## src/design/cnf_text_literal_parser_macros.svh

```systemverilog
// Assertion macros shared by the CNF text parser modules.
// Expects signals named clk and rst_n in the module that uses them.
`ifndef CNF_TEXT_LITERAL_PARSER_MACROS_SVH
`define CNF_TEXT_LITERAL_PARSER_MACROS_SVH

// Same-cycle implication, disabled while in reset.
`define CNF_ASSERT_NOW(label, ante, cons, msg) \
    label: assert property (@(posedge clk) disable iff (!rst_n) (ante) |-> (cons)) \
        else $error(msg);

// Next-cycle implication, disabled while in reset.
`define CNF_ASSERT_NEXT(label, ante, cons, msg) \
    label: assert property (@(posedge clk) disable iff (!rst_n) (ante) |=> (cons)) \
        else $error(msg);

`endif

```

## src/design/cnf_pkg.sv

```systemverilog
// Shared types, character codes and sizing for the CNF text parser.
// No dependencies.
package cnf_pkg;

    localparam int VAR_BITS_DEF  = 24;
    localparam int SIZE_BITS_DEF = 16;
    localparam int QUEUE_DEPTH   = 4;

    typedef enum logic [1:0] {
        KIND_LIT = 2'd0,
        KIND_END = 2'd1,
        KIND_ERR = 2'd2,
        KIND_FIN = 2'd3
    } kind_t;

    typedef enum logic [6:0] {
        MODE_TOP    = 7'b0000001,
        MODE_SKIP   = 7'b0000010,
        MODE_EXPECT = 7'b0000100,
        MODE_SIGN   = 7'b0001000,
        MODE_DIGITS = 7'b0010000,
        MODE_ERROR  = 7'b0100000,
        MODE_DONE   = 7'b1000000
    } mode_t;

    localparam logic [7:0] CH_TAB   = 8'd9;
    localparam logic [7:0] CH_CR    = 8'd13;
    localparam logic [7:0] CH_SPACE = 8'd32;
    localparam logic [7:0] CH_LF    = 8'd10;
    localparam logic [7:0] CH_C     = 8'h63;
    localparam logic [7:0] CH_P     = 8'h70;
    localparam logic [7:0] CH_MINUS = 8'h2D;
    localparam logic [7:0] CH_PLUS  = 8'h2B;
    localparam logic [7:0] CH_ZERO  = 8'h30;
    localparam logic [7:0] CH_NINE  = 8'h39;

    // Width of one queue word: two result slots plus a two-result flag.
    function automatic int pair_bits(input int vb, input int sb);
        return 2 * (2 * vb + sb + 5) + 1;
    endfunction

endpackage

```

## src/design/cnf_front.sv

```systemverilog
// Front end of the CNF parser: classifies each byte, keeps the parse state
// and builds one queue word of up to two results. Depends on cnf_pkg and the macros header.
`include "cnf_text_literal_parser_macros.svh"

module cnf_front
    import cnf_pkg::*;
#(
    parameter int VAR_BITS  = VAR_BITS_DEF,
    parameter int SIZE_BITS = SIZE_BITS_DEF
)
(
    input  logic                                     clk,
    input  logic                                     rst_n,
    input  logic                                     take,
    input  logic [7:0]                               in_byte,
    input  logic                                     end_of_input,
    output logic                                     pair_valid,
    output logic [pair_bits(VAR_BITS, SIZE_BITS)-1:0] pair_data
);

    typedef struct packed {
        kind_t                kind;
        logic [VAR_BITS-1:0]  var_index;
        logic                 negated;
        logic [SIZE_BITS-1:0] clause_size;
        logic [VAR_BITS:0]    var_count;
        logic                 last;
    } res_t;

    typedef struct packed {
        logic two;
        res_t r1;
        res_t r0;
    } pair_t;

    mode_t                mode_reg, mode_next;
    logic [VAR_BITS-1:0]  num_reg, num_next;
    logic                 minus_reg, minus_next;
    logic [SIZE_BITS-1:0] lits_reg, lits_next;
    logic [VAR_BITS:0]    vars_reg, vars_next;

    logic                 is_digit;
    logic                 is_space;
    logic [VAR_BITS-1:0]  digit_val;
    logic [VAR_BITS+3:0]  prod;
    logic                 ovf;
    pair_t                pair;

    assign is_digit  = (in_byte >= CH_ZERO) && (in_byte <= CH_NINE);
    assign is_space  = ((in_byte >= CH_TAB) && (in_byte <= CH_CR)) || (in_byte == CH_SPACE);
    assign digit_val = VAR_BITS'(in_byte - CH_ZERO);
    // times ten as shift-add, then the new digit
    assign prod = ({4'b0, num_reg} << 3) + ({4'b0, num_reg} << 1)
                + (VAR_BITS+4)'(in_byte - CH_ZERO);
    assign ovf  = |prod[VAR_BITS+3:VAR_BITS];

    always_comb
    begin
        logic  closed;
        logic  has_extra;
        mode_t m_after;
        res_t  first;
        res_t  extra;

        mode_next  = mode_reg;
        num_next   = num_reg;
        minus_next = minus_reg;
        lits_next  = lits_reg;
        vars_next  = vars_reg;
        closed     = 1'b0;
        has_extra  = 1'b0;
        m_after    = mode_reg;
        first      = '0;
        extra      = '0;

        if ((mode_reg != MODE_ERROR) && (mode_reg != MODE_DONE))
        begin
            // a number ends at end of input or at the first non-digit
            if ((mode_reg == MODE_DIGITS) && (end_of_input || !is_digit))
            begin
                closed = 1'b1;
                if (num_reg == '0)
                begin
                    first.kind        = KIND_END;
                    first.clause_size = lits_reg;
                    first.var_count   = vars_reg;
                    lits_next         = '0;
                    m_after           = MODE_TOP;
                end
                else
                begin
                    if (lits_reg != '1)
                        lits_next = lits_reg + 1'b1;
                    if (({1'b0, num_reg} + 1'b1) > vars_reg)
                        vars_next = {1'b0, num_reg} + 1'b1;
                    first.kind      = KIND_LIT;
                    first.var_index = num_reg;
                    first.negated   = minus_reg;
                    first.var_count = vars_next;
                    m_after         = MODE_EXPECT;
                end
                num_next   = '0;
                minus_next = 1'b0;
            end
            mode_next = m_after;

            if (end_of_input)
            begin
                has_extra = 1'b1;
                if ((m_after == MODE_TOP) || (m_after == MODE_SKIP))
                begin
                    mode_next  = MODE_DONE;
                    extra.kind = KIND_FIN;
                end
                else
                begin
                    mode_next  = MODE_ERROR;
                    extra.kind = KIND_ERR;
                end
            end
            else if (mode_reg == MODE_SKIP)
            begin
                if (in_byte == CH_LF)
                    mode_next = MODE_TOP;
            end
            else if (mode_reg == MODE_SIGN)
            begin
                if (is_digit)
                begin
                    num_next  = digit_val;
                    mode_next = MODE_DIGITS;
                end
                else
                begin
                    has_extra  = 1'b1;
                    extra.kind = KIND_ERR;
                    mode_next  = MODE_ERROR;
                end
            end
            else if ((mode_reg == MODE_DIGITS) && is_digit)
            begin
                if (ovf)
                begin
                    has_extra  = 1'b1;
                    extra.kind = KIND_ERR;
                    mode_next  = MODE_ERROR;
                end
                else
                    num_next = prod[VAR_BITS-1:0];
            end
            else if (!is_space)
            begin
                // handle the byte on its own, in the mode left after any close
                if ((m_after == MODE_TOP) && ((in_byte == CH_C) || (in_byte == CH_P)))
                    mode_next = MODE_SKIP;
                else if ((in_byte == CH_MINUS) || (in_byte == CH_PLUS))
                begin
                    minus_next = (in_byte == CH_MINUS);
                    mode_next  = MODE_SIGN;
                end
                else if (is_digit)
                begin
                    minus_next = 1'b0;
                    num_next   = digit_val;
                    mode_next  = MODE_DIGITS;
                end
                else
                begin
                    has_extra  = 1'b1;
                    extra.kind = KIND_ERR;
                    mode_next  = MODE_ERROR;
                end
            end
            extra.var_count = vars_next;
        end

        pair = '0;
        if (closed)
        begin
            pair.r0 = first;
            if (has_extra)
            begin
                pair.two     = 1'b1;
                pair.r1      = extra;
                pair.r1.last = 1'b1;
            end
            else
                pair.r0.last = 1'b1;
        end
        else
        begin
            pair.r0      = extra;
            pair.r0.last = 1'b1;
        end
        pair_valid = closed || has_extra;
    end

    assign pair_data = pair;

    always_ff @(posedge clk or negedge rst_n)
    begin
        if (!rst_n)
        begin
            mode_reg  <= MODE_TOP;
            num_reg   <= '0;
            minus_reg <= 1'b0;
            lits_reg  <= '0;
            vars_reg  <= '0;
        end
        else if (take)
        begin
            mode_reg  <= mode_next;
            num_reg   <= num_next;
            minus_reg <= minus_next;
            lits_reg  <= lits_next;
            vars_reg  <= vars_next;
        end
    end

    `CNF_ASSERT_NEXT(a_error_sticky, mode_reg == MODE_ERROR, mode_reg == MODE_ERROR,
        "error mode left before reset")
    `CNF_ASSERT_NOW(a_two_after_close, pair_valid && pair.two,
        (pair.r0.kind == KIND_LIT) || (pair.r0.kind == KIND_END),
        "two results without a closed number first")
    `CNF_ASSERT_NOW(a_done_silent, mode_reg == MODE_DONE, !pair_valid,
        "result produced after input finished")

endmodule

```

## src/design/cnf_back.sv

```systemverilog
// Back end of the CNF parser: queue of result words, unpacked one result
// per pop. Depends on cnf_pkg and the macros header.
`include "cnf_text_literal_parser_macros.svh"

module cnf_back
    import cnf_pkg::*;
#(
    parameter int VAR_BITS  = VAR_BITS_DEF,
    parameter int SIZE_BITS = SIZE_BITS_DEF
)
(
    input  logic                                     clk,
    input  logic                                     rst_n,
    input  logic                                     wr_en,
    input  logic [pair_bits(VAR_BITS, SIZE_BITS)-1:0] wr_data,
    output logic                                     full,
    output logic                                     empty,
    input  logic                                     pop,
    output logic [1:0]                               kind,
    output logic [VAR_BITS-1:0]                      var_index,
    output logic                                     negated,
    output logic [SIZE_BITS-1:0]                     clause_size,
    output logic [VAR_BITS:0]                        var_count,
    output logic                                     last
);

    localparam int PAIR_W = pair_bits(VAR_BITS, SIZE_BITS);
    localparam int PTR_W  = $clog2(QUEUE_DEPTH);
    localparam int CNT_W  = $clog2(QUEUE_DEPTH + 1);

    typedef struct packed {
        kind_t                kind;
        logic [VAR_BITS-1:0]  var_index;
        logic                 negated;
        logic [SIZE_BITS-1:0] clause_size;
        logic [VAR_BITS:0]    var_count;
        logic                 last;
    } res_t;

    typedef struct packed {
        logic two;
        res_t r1;
        res_t r0;
    } pair_t;

    logic [PAIR_W-1:0] store [QUEUE_DEPTH];
    logic [PTR_W-1:0]  wr_ptr_reg, wr_ptr_next;
    logic [PTR_W-1:0]  rd_ptr_reg, rd_ptr_next;
    logic [CNT_W-1:0]  count_reg, count_next;
    logic              half_reg, half_next;

    pair_t head;
    res_t  cur;
    logic  pop_ok;
    logic  deq;

    assign head   = pair_t'(store[rd_ptr_reg]);
    assign cur    = half_reg ? head.r1 : head.r0;
    assign full   = (count_reg == CNT_W'(QUEUE_DEPTH));
    assign empty  = (count_reg == '0);
    assign pop_ok = pop && !empty;
    // release the word once its last result is taken
    assign deq    = pop_ok && (half_reg || !head.two);

    assign kind        = cur.kind;
    assign var_index   = cur.var_index;
    assign negated     = cur.negated;
    assign clause_size = cur.clause_size;
    assign var_count   = cur.var_count;
    assign last        = cur.last;

    always_comb
    begin
        wr_ptr_next = wr_ptr_reg;
        rd_ptr_next = rd_ptr_reg;
        half_next   = half_reg;
        if (wr_en)
            wr_ptr_next = (wr_ptr_reg == PTR_W'(QUEUE_DEPTH - 1)) ? '0 : wr_ptr_reg + 1'b1;
        if (deq)
        begin
            rd_ptr_next = (rd_ptr_reg == PTR_W'(QUEUE_DEPTH - 1)) ? '0 : rd_ptr_reg + 1'b1;
            half_next   = 1'b0;
        end
        else if (pop_ok)
            half_next = 1'b1;
        count_next = count_reg + CNT_W'(wr_en) - CNT_W'(deq);
    end

    always_ff @(posedge clk)
    begin
        if (wr_en)
            store[wr_ptr_reg] <= wr_data;
    end

    always_ff @(posedge clk or negedge rst_n)
    begin
        if (!rst_n)
        begin
            wr_ptr_reg <= '0;
            rd_ptr_reg <= '0;
            count_reg  <= '0;
            half_reg   <= 1'b0;
        end
        else
        begin
            wr_ptr_reg <= wr_ptr_next;
            rd_ptr_reg <= rd_ptr_next;
            count_reg  <= count_next;
            half_reg   <= half_next;
        end
    end

    `CNF_ASSERT_NOW(a_count_bound, 1'b1, count_reg <= CNT_W'(QUEUE_DEPTH),
        "queue count above depth")
    `CNF_ASSERT_NOW(a_half_needs_two, half_reg, !empty && head.two,
        "second slot shown for a single-result word")
    `CNF_ASSERT_NEXT(a_half_advance, pop_ok && !half_reg && head.two, half_reg,
        "second result skipped after first was taken")

endmodule

```

## src/design/cnf_text_literal_parser.sv

```systemverilog
// A result is written to the result queue when its byte is taken and is on the
// output ports once earlier results are popped. One byte per cycle while full is
// low; a byte that yields two results (a number closed and a new event) needs
// two pops, so a slow consumer fills the four-word result queue and full stalls the input.
// Reset: rst_n clears parse state and the queue at once; no clearing pass.
module cnf_text_literal_parser
    import cnf_pkg::*;
#(
    parameter int VAR_BITS  = VAR_BITS_DEF,
    parameter int SIZE_BITS = SIZE_BITS_DEF
)
(
    input  logic                 clk,
    input  logic                 rst_n,
    input  logic                 push,
    output logic                 full,
    input  logic [7:0]           in_byte,
    input  logic                 end_of_input,
    output logic                 empty,
    input  logic                 pop,
    output logic [1:0]           kind,
    output logic [VAR_BITS-1:0]  var_index,
    output logic                 negated,
    output logic [SIZE_BITS-1:0] clause_size,
    output logic [VAR_BITS:0]    var_count,
    output logic                 last
);

    localparam int PAIR_W = pair_bits(VAR_BITS, SIZE_BITS);

    logic              take;
    logic              pair_valid;
    logic [PAIR_W-1:0] pair_data;

    assign take = push && !full;

    cnf_front #(
        .VAR_BITS  (VAR_BITS),
        .SIZE_BITS (SIZE_BITS)
    ) u_front (
        .clk          (clk),
        .rst_n        (rst_n),
        .take         (take),
        .in_byte      (in_byte),
        .end_of_input (end_of_input),
        .pair_valid   (pair_valid),
        .pair_data    (pair_data)
    );

    cnf_back #(
        .VAR_BITS  (VAR_BITS),
        .SIZE_BITS (SIZE_BITS)
    ) u_back (
        .clk         (clk),
        .rst_n       (rst_n),
        .wr_en       (take && pair_valid),
        .wr_data     (pair_data),
        .full        (full),
        .empty       (empty),
        .pop         (pop),
        .kind        (kind),
        .var_index   (var_index),
        .negated     (negated),
        .clause_size (clause_size),
        .var_count   (var_count),
        .last        (last)
    );

endmodule
```

## config.mk

```make
export PLATFORM = sky130hd
export DESIGN_NAME = cnf_text_literal_parser
export DESIGN_NICKNAME = d
export VERILOG_FILES = /design/src/design/cnf_pkg.sv /design/src/design/cnf_front.sv /design/src/design/cnf_back.sv /design/src/design/cnf_text_literal_parser.sv
export VERILOG_INCLUDE_DIRS = /design/src /design/src/design
export SDC_FILE = /design/constraint.sdc
export NUM_CORES = 1
export LEC_CHECK = 0
export ABC_AREA = 1
export BUFFER_PORTS_ARGS = -buffer_cell sky130_fd_sc_hd__buf_2
export CAP_MARGIN = 20
export CORE_ASPECT_RATIO = 1.25
export CORE_MARGIN = 5
export CORE_UTILIZATION = 50
export DETAILED_ROUTE_END_ITERATION = 12
export PLACE_DENSITY = 0.69
export SYNTH_ARGS = -nofsm -noshare
export SYNTH_HDL_FRONTEND = slang
export SYNTH_SLANG_ARGS = --single-unit
export TNS_END_PERCENT = 100
```

## constraint.sdc

```tcl
create_clock -name clk -period 7.4 [get_ports clk]
set_input_delay 0.74 -clock clk [delete_from_list [all_inputs] [get_ports clk]]
set_output_delay 0.74 -clock clk [all_outputs]
set_load 0.05 [all_outputs]
```

* Word-level counts from Yosys, hierarchy flattened
Memory sizes are Yosys's and may differ from the RTL's.
Index checks and enable logic that the tools add are counted.
** Storage, ports and cells
- Register bits after elaboration :: 81
- Latch bits :: 0
- RAM bits :: 556
- Memory bits (read-only) :: 0
- Input port bits :: 13
- Logic and storage cells :: 148
- Memories :: 1
** Memory list
- u_back.store :: depth 4, bits a word 139, rd ports 1, clocked after Yosys merged registers in 0, write ports 1, line cnf_back.sv:46 : logic [PAIR_W-1:0] store [QUEUE_DEPTH];
** Operators by class
- Add/sub/neg operators :: 10
- Multipliers :: 0
- Div/mod/pow operators :: 0
- $lt $le $gt $ge :: 5
- Equality and inequality tests :: 17
- Shift operators :: 0
- Muxes and demuxes :: 78
- Bitwise logic cells :: 0
- Reduce and logical (&&, ||, !) cells :: 28
** Operators with widths (count)
- two-way mux 24 bit :: 10
- two-way mux 70 bit :: 2
- two-way mux 69 bit :: 2
- two-way mux 68 bit :: 2
- two-way mux 25 bit :: 5
- two-way mux 7 bit :: 11
- two-way mux 16 bit :: 3
- adder 27 x 25 -> 28 bit :: 1
- adder 28 bit :: 1
- two-way mux 1 bit :: 28
- adder 24 x 1 -> 25 bit (second input constant) :: 1
- > comparator 25 bit :: 1
- equality test 8 x 6 -> 1 bit (second input constant) :: 3
- logical NOT 24 bit :: 1
- two-way mux 2 bit :: 12
- subtractor 8 x 6 -> 9 bit (second input constant) :: 2
- adder 16 x 1 -> 16 bit (second input constant) :: 1
- equality test 8 x 7 -> 1 bit (second input constant) :: 2
- != test 16 bit (second input constant) :: 1
- equality test 7 x 2 -> 1 bit (second input constant) :: 2
- two-way mux 6 bit :: 2
- logical AND 1 bit :: 10
- equality test 8 x 4 -> 1 bit (second input constant) :: 1
- >= comparator 8 x 4 -> 1 bit (second input constant) :: 1
- other kinds (21) :: 33

* Depth between registers and ports, before layout
- Depth in word-level cells :: 20
- Depth in mapped cells :: 29
- Gate-level depth less buffers :: 29

* By module
A second synthesis with hierarchy kept.
** Unflattened totals
- Cell total of the unflattened synthesis :: 3097
- Area, all modules :: 30694.4 µm²
** Modules (own cells, without submodules)
- cnf_back :: instances 1, cells an instance 1764, area each 22161.3 µm²
- cnf_front :: instances 1, cells an instance 1328, area each 8509.4 µm²
- cnf_text_literal_parser :: instances 1, cells an instance 5, area each 23.8 µm²

* Least setup slack after synthesis
No wires, ideal clock.
- Path kind :: input to register
- Start :: in in_byte[4]
- End :: mem u_back.store[0][0] in the netlist's numbering (enable)
- Library setup time :: 552 ps
- Arrival time :: 9926 ps
- Required time :: 6848 ps
- Path slack :: -3077 ps
- Cell stages on the path :: 20
- Buffers on the path :: 0
- Cell sequence :: ha_1 -> nor3_1 -> fa_1 -> ha_1 -> nand2_1 -> nor2_1 -> nand2_1 -> nor2_1 -> nand2_1 -> nand3_1 -> nand2_1 -> nand2_1 -> nor2_8 -> nand2_8 -> nand2_2 -> nand2_2 -> nand2_4 -> nand3_2 -> nand2_2 -> nor2_1
** On the way
- Longest elaborated chain between the ends :: 20
- Elaborated cells on any way between the ends :: 41
- Those cells by class :: add/sub (2); order compare (4); eq/ne (6); mux (16); reduce/logical (13)
** Ends and longest elaborated chain
- from (decl) :: line cnf_text_literal_parser.sv:17 : input logic [7:0] in_byte,
- parallel branches: the longest is 16 deep, another holds adder 28 bit
- logical OR 1 bit (*) :: line cnf_front.sv:195 : pair_valid = closed || has_extra;
- logical AND 1 bit (*) :: line cnf_text_literal_parser.sv:56 : .wr_en (take && pair_valid),
- two-way mux 1 bit (*) :: line cnf_back.sv:91 : if (wr_en)
- two-way mux 1 bit (not written as such) (*) :: line cnf_back.sv:92 : store[wr_ptr_reg] <= wr_data;
- to (decl) :: line cnf_back.sv:46
Mark *: on every way between the ends. The select of a mux whose other input is x is not followed.

* Worst setup path in the final report
- Start :: in in_byte[4]
- End :: mem u_back.store[1][90] in the netlist's numbering (enable)
The elaborated chain is that of the path after synthesis.

==> flow_summary.yaml <==
critical_path:
  cp_common_cell: "nand2_1"
  reg2reg_depth: 17
  r2r_end: "u_back.store[3][12]"
  rrSetupSlack_ps: 2370
  cp-start-kind: "input pin"
  worstPathCellList: "buf_2, ha_1, nor3_4, buf_4, fa_1, ha_1, nand2_1, nor2_1, nand2_1, nor2_1, nand2_1, nand3_1, nand2_1, nand2_1, nor2_8, nand2_8, nand2_2, nand2_2, nand2_4, nand3_2, nand2_2, nor2_4, buf_4"
  criticalPathCategory: "input pin to flip-flop"
  worstPathMaxFanout: 20
  reg2reg_from: "u_front.num_reg[0]"
  critPathRequiredTime_ps: 7650
  worstPathArrival_ps: 5360
  cp-end-kind: "flip-flop"
  cp_slowest_stage_delay_ps: 720
  crit_slowest_cell: "nor2_4"
floorplanning:
  row_count: 90
  fp.dieW_microns: 208.3
  dieArea_sq_um: 53700
  core_sq_um: 48420
  initial_core_util_pct: 50.74
  io_pins: 84
  die_h_microns: 257.8
clock_network:
  clk_latency_ps: 560
  htree_levels: 2
  postCtsHoldBufs: 1
  cts.repair.resized: 0
  root_buffer: "clkbuf_16"
  cts_tree: "done"
  cts.path.max_buffers: 3
  clkSlewWorstSetupHoldPaths_ps: 60
  post_cts_buffers: 0
  cts_made_buffers: 44
  cts_sinks: 465
placement:
  routabilityCongestion: 0.9431
  io_buffers: 83
  hpwl_microns: 43220
logic_synthesis:
  synth_seq_cells: 465
  synth_top_area_cell: "edfxtp_1"
  syn_area_per_cell_sq_um: 9.191
  async_flop_share_pct: 17.42
  synth.net_count: 2777
  synth_edf_count: 384
  synthTopCellsByArea: "edfxtp_1 (47%), dfrtp_1 (8.1%), nor2_1 (8.0%)"
  syn_inst: 2673
  synth-main-ff-cell: "edfxtp_1"
  synth.distinct_cells: 58
  yosys_warnings: 0
  yosysSeqAreaShare_pct: 55.19
  syn_area_sq_um: 24570
  synth_top_area_share_pct: 46.93
timing:
  fin_worst_skew_ps: 13.77
  setup_viol: 0
  slew_viol_final: 0
  rsz0062_at_grt: "false"
  hold_viol: 0
  max_slew.worst_pin.slew_ps: 1087
  whs_ps: 492.0
  relSlewSlack_pct: 27.52
  post-route-period-util_pct: 69.04
  fin_crit_ps: 5109
  tns_ps: 0
  fmax_ghz: 0.1957
global_route:
  grt_max_degree: 100
  grt_use_total_pct: 23.30
  antenna_found_initial: 0
  gr-total-overflow: 0
  grt_pass1_vias: 18670
  grt_pass1_wl_microns: 102000
worst_hold_path:
  min_path_type: "flip-flop to flip-flop"
  hold_depth: 2
  worst_hold_path.endpoint: "u_front.vars_reg[16]"
  hp-start: "u_front.vars_reg[16]"
power:
  leakagePower_nw: 11.22
  power-per-cell-area_nw_per_um2: 472.9
  ir_drop_mv: 0.3223
detailed_routing:
  drtIter0Drc: 1559
  vias_per_cell: 5.615
  routed_wl_microns: 64360
  antenna_left: 0
  vias: 19120
  drc: 0
  drt-pass1-iter-count: 5
  wl_per_cell_microns: 18.90
job:
  drv_cap: 0
layout:
  fillers: 4226
  finalNetCount: 2833
  final_common_cell: "nor2_1"
  largest_reg_flops: 384
  drive_gt1_share_pct: 11.37
  syn2layout_area_growth_pct: 10.62
  final_cell_mix: "nor2_1 (519), nand2_1 (457), edfxtp_1 (384)"
  diodes: 0
outcome:
  status: "finished, final reports clean"
[metrics by stage]
step | util (%) | std cells | setup slack (ps) | power (mW) | cell area [sq um]
final | 56.13 | 3405 | 2291 | 12.85 | 27180
after global routing | 56.13 | 3405 | 1903 | 13.75 | 27180
after CTS | 56.07 | 3404 | 2260 | 12.91 | 27150
after detailed placement | 53.25 | 3325 | 1706 | 10.72 | 25780
after global placement | 53.25 | 3325 | 1720 | 10.62 | 25780
after floorplan | - | 2673 | -257.8 | 8.824 | 24580
[final cells by class]
class	count	area (sq um)	area share, %
clock inverter	22	190.2	0.6997
multi-input combinational	1866	9693	35.66
tap	644	805.8	2.965
inverter	222	835.8	3.075
sequential	465	13570	49.92
clock buffer	56	1167	4.295
timing repair buffer	130	918.4	3.379
[cells in the mapped netlist (all sizes together) (5+ instances only)]
master	instances
a21oi	96
a31oi	33
buf	28
clkbuf	92
dfrtp	80
edfxtp	384
fa	24
ha	67
inv	218
nand2	473
nand3	106
nand4	27
nor2	558
nor3	37
o21a	5
o21ai	319
o22ai	36
or2	15
xnor2	13
xor2	29
[metal layers]
layer	vias to the layer above	track usage (%)	share of wire, %
met5	-	0	0
met4	0	5.968	2.4
met3	113	2.647	5.7
met2	624	41.41	50
met1	9241	30.62	42
li1	9141	-	-
[kinds of logic (layout without fill, tap and decap cells)]
group	Yosys count	in the layout	synth area share, %
AOI/OAI and AO/OA	509	509	11.18
xor gates and xnor gates	42	42	1.497
adders and majority gates	91	91	5.368
buffers and inverters	342	430	5.536
DFF	465	465	55.19
and+or+nand+nor	1224	1224	21.23
[worst max-delay path: cells and delay by family]
| family | cells | cell delay, ps |
|---|---|---|
| fa+ha+maj | 3 | 1180 |
| buf+inv | 3 | 860 |
| simple gates | 17 | 2530 |
[worst max-delay path by stage]
stage	end	slack (ps)	startpoint	depth (start not counted)
after floorplan	u_back.store[0][0]	-260	in_byte[4]	20
after global routing	u_back.count_reg[2]	1900	in_byte[4]	25
after detailed placement	u_back.count_reg[2]	1710	in_byte[4]	26
final	u_back.store[1][90]	2290	in_byte[4]	23
after global placement	u_back.store[1][35]	1720	in_byte[4]	23
after CTS	u_back.store[1][37]	2260	in_byte[4]	23
[where the power goes]
part | internal (mW) | switching (mW)
Clock | 1.22 | 0.944
Combinational | 1.90 | 4.94
Sequential | 3.46 | 0.395
Total | 6.57 | 6.28
Power figures use the tool's default switching activity.
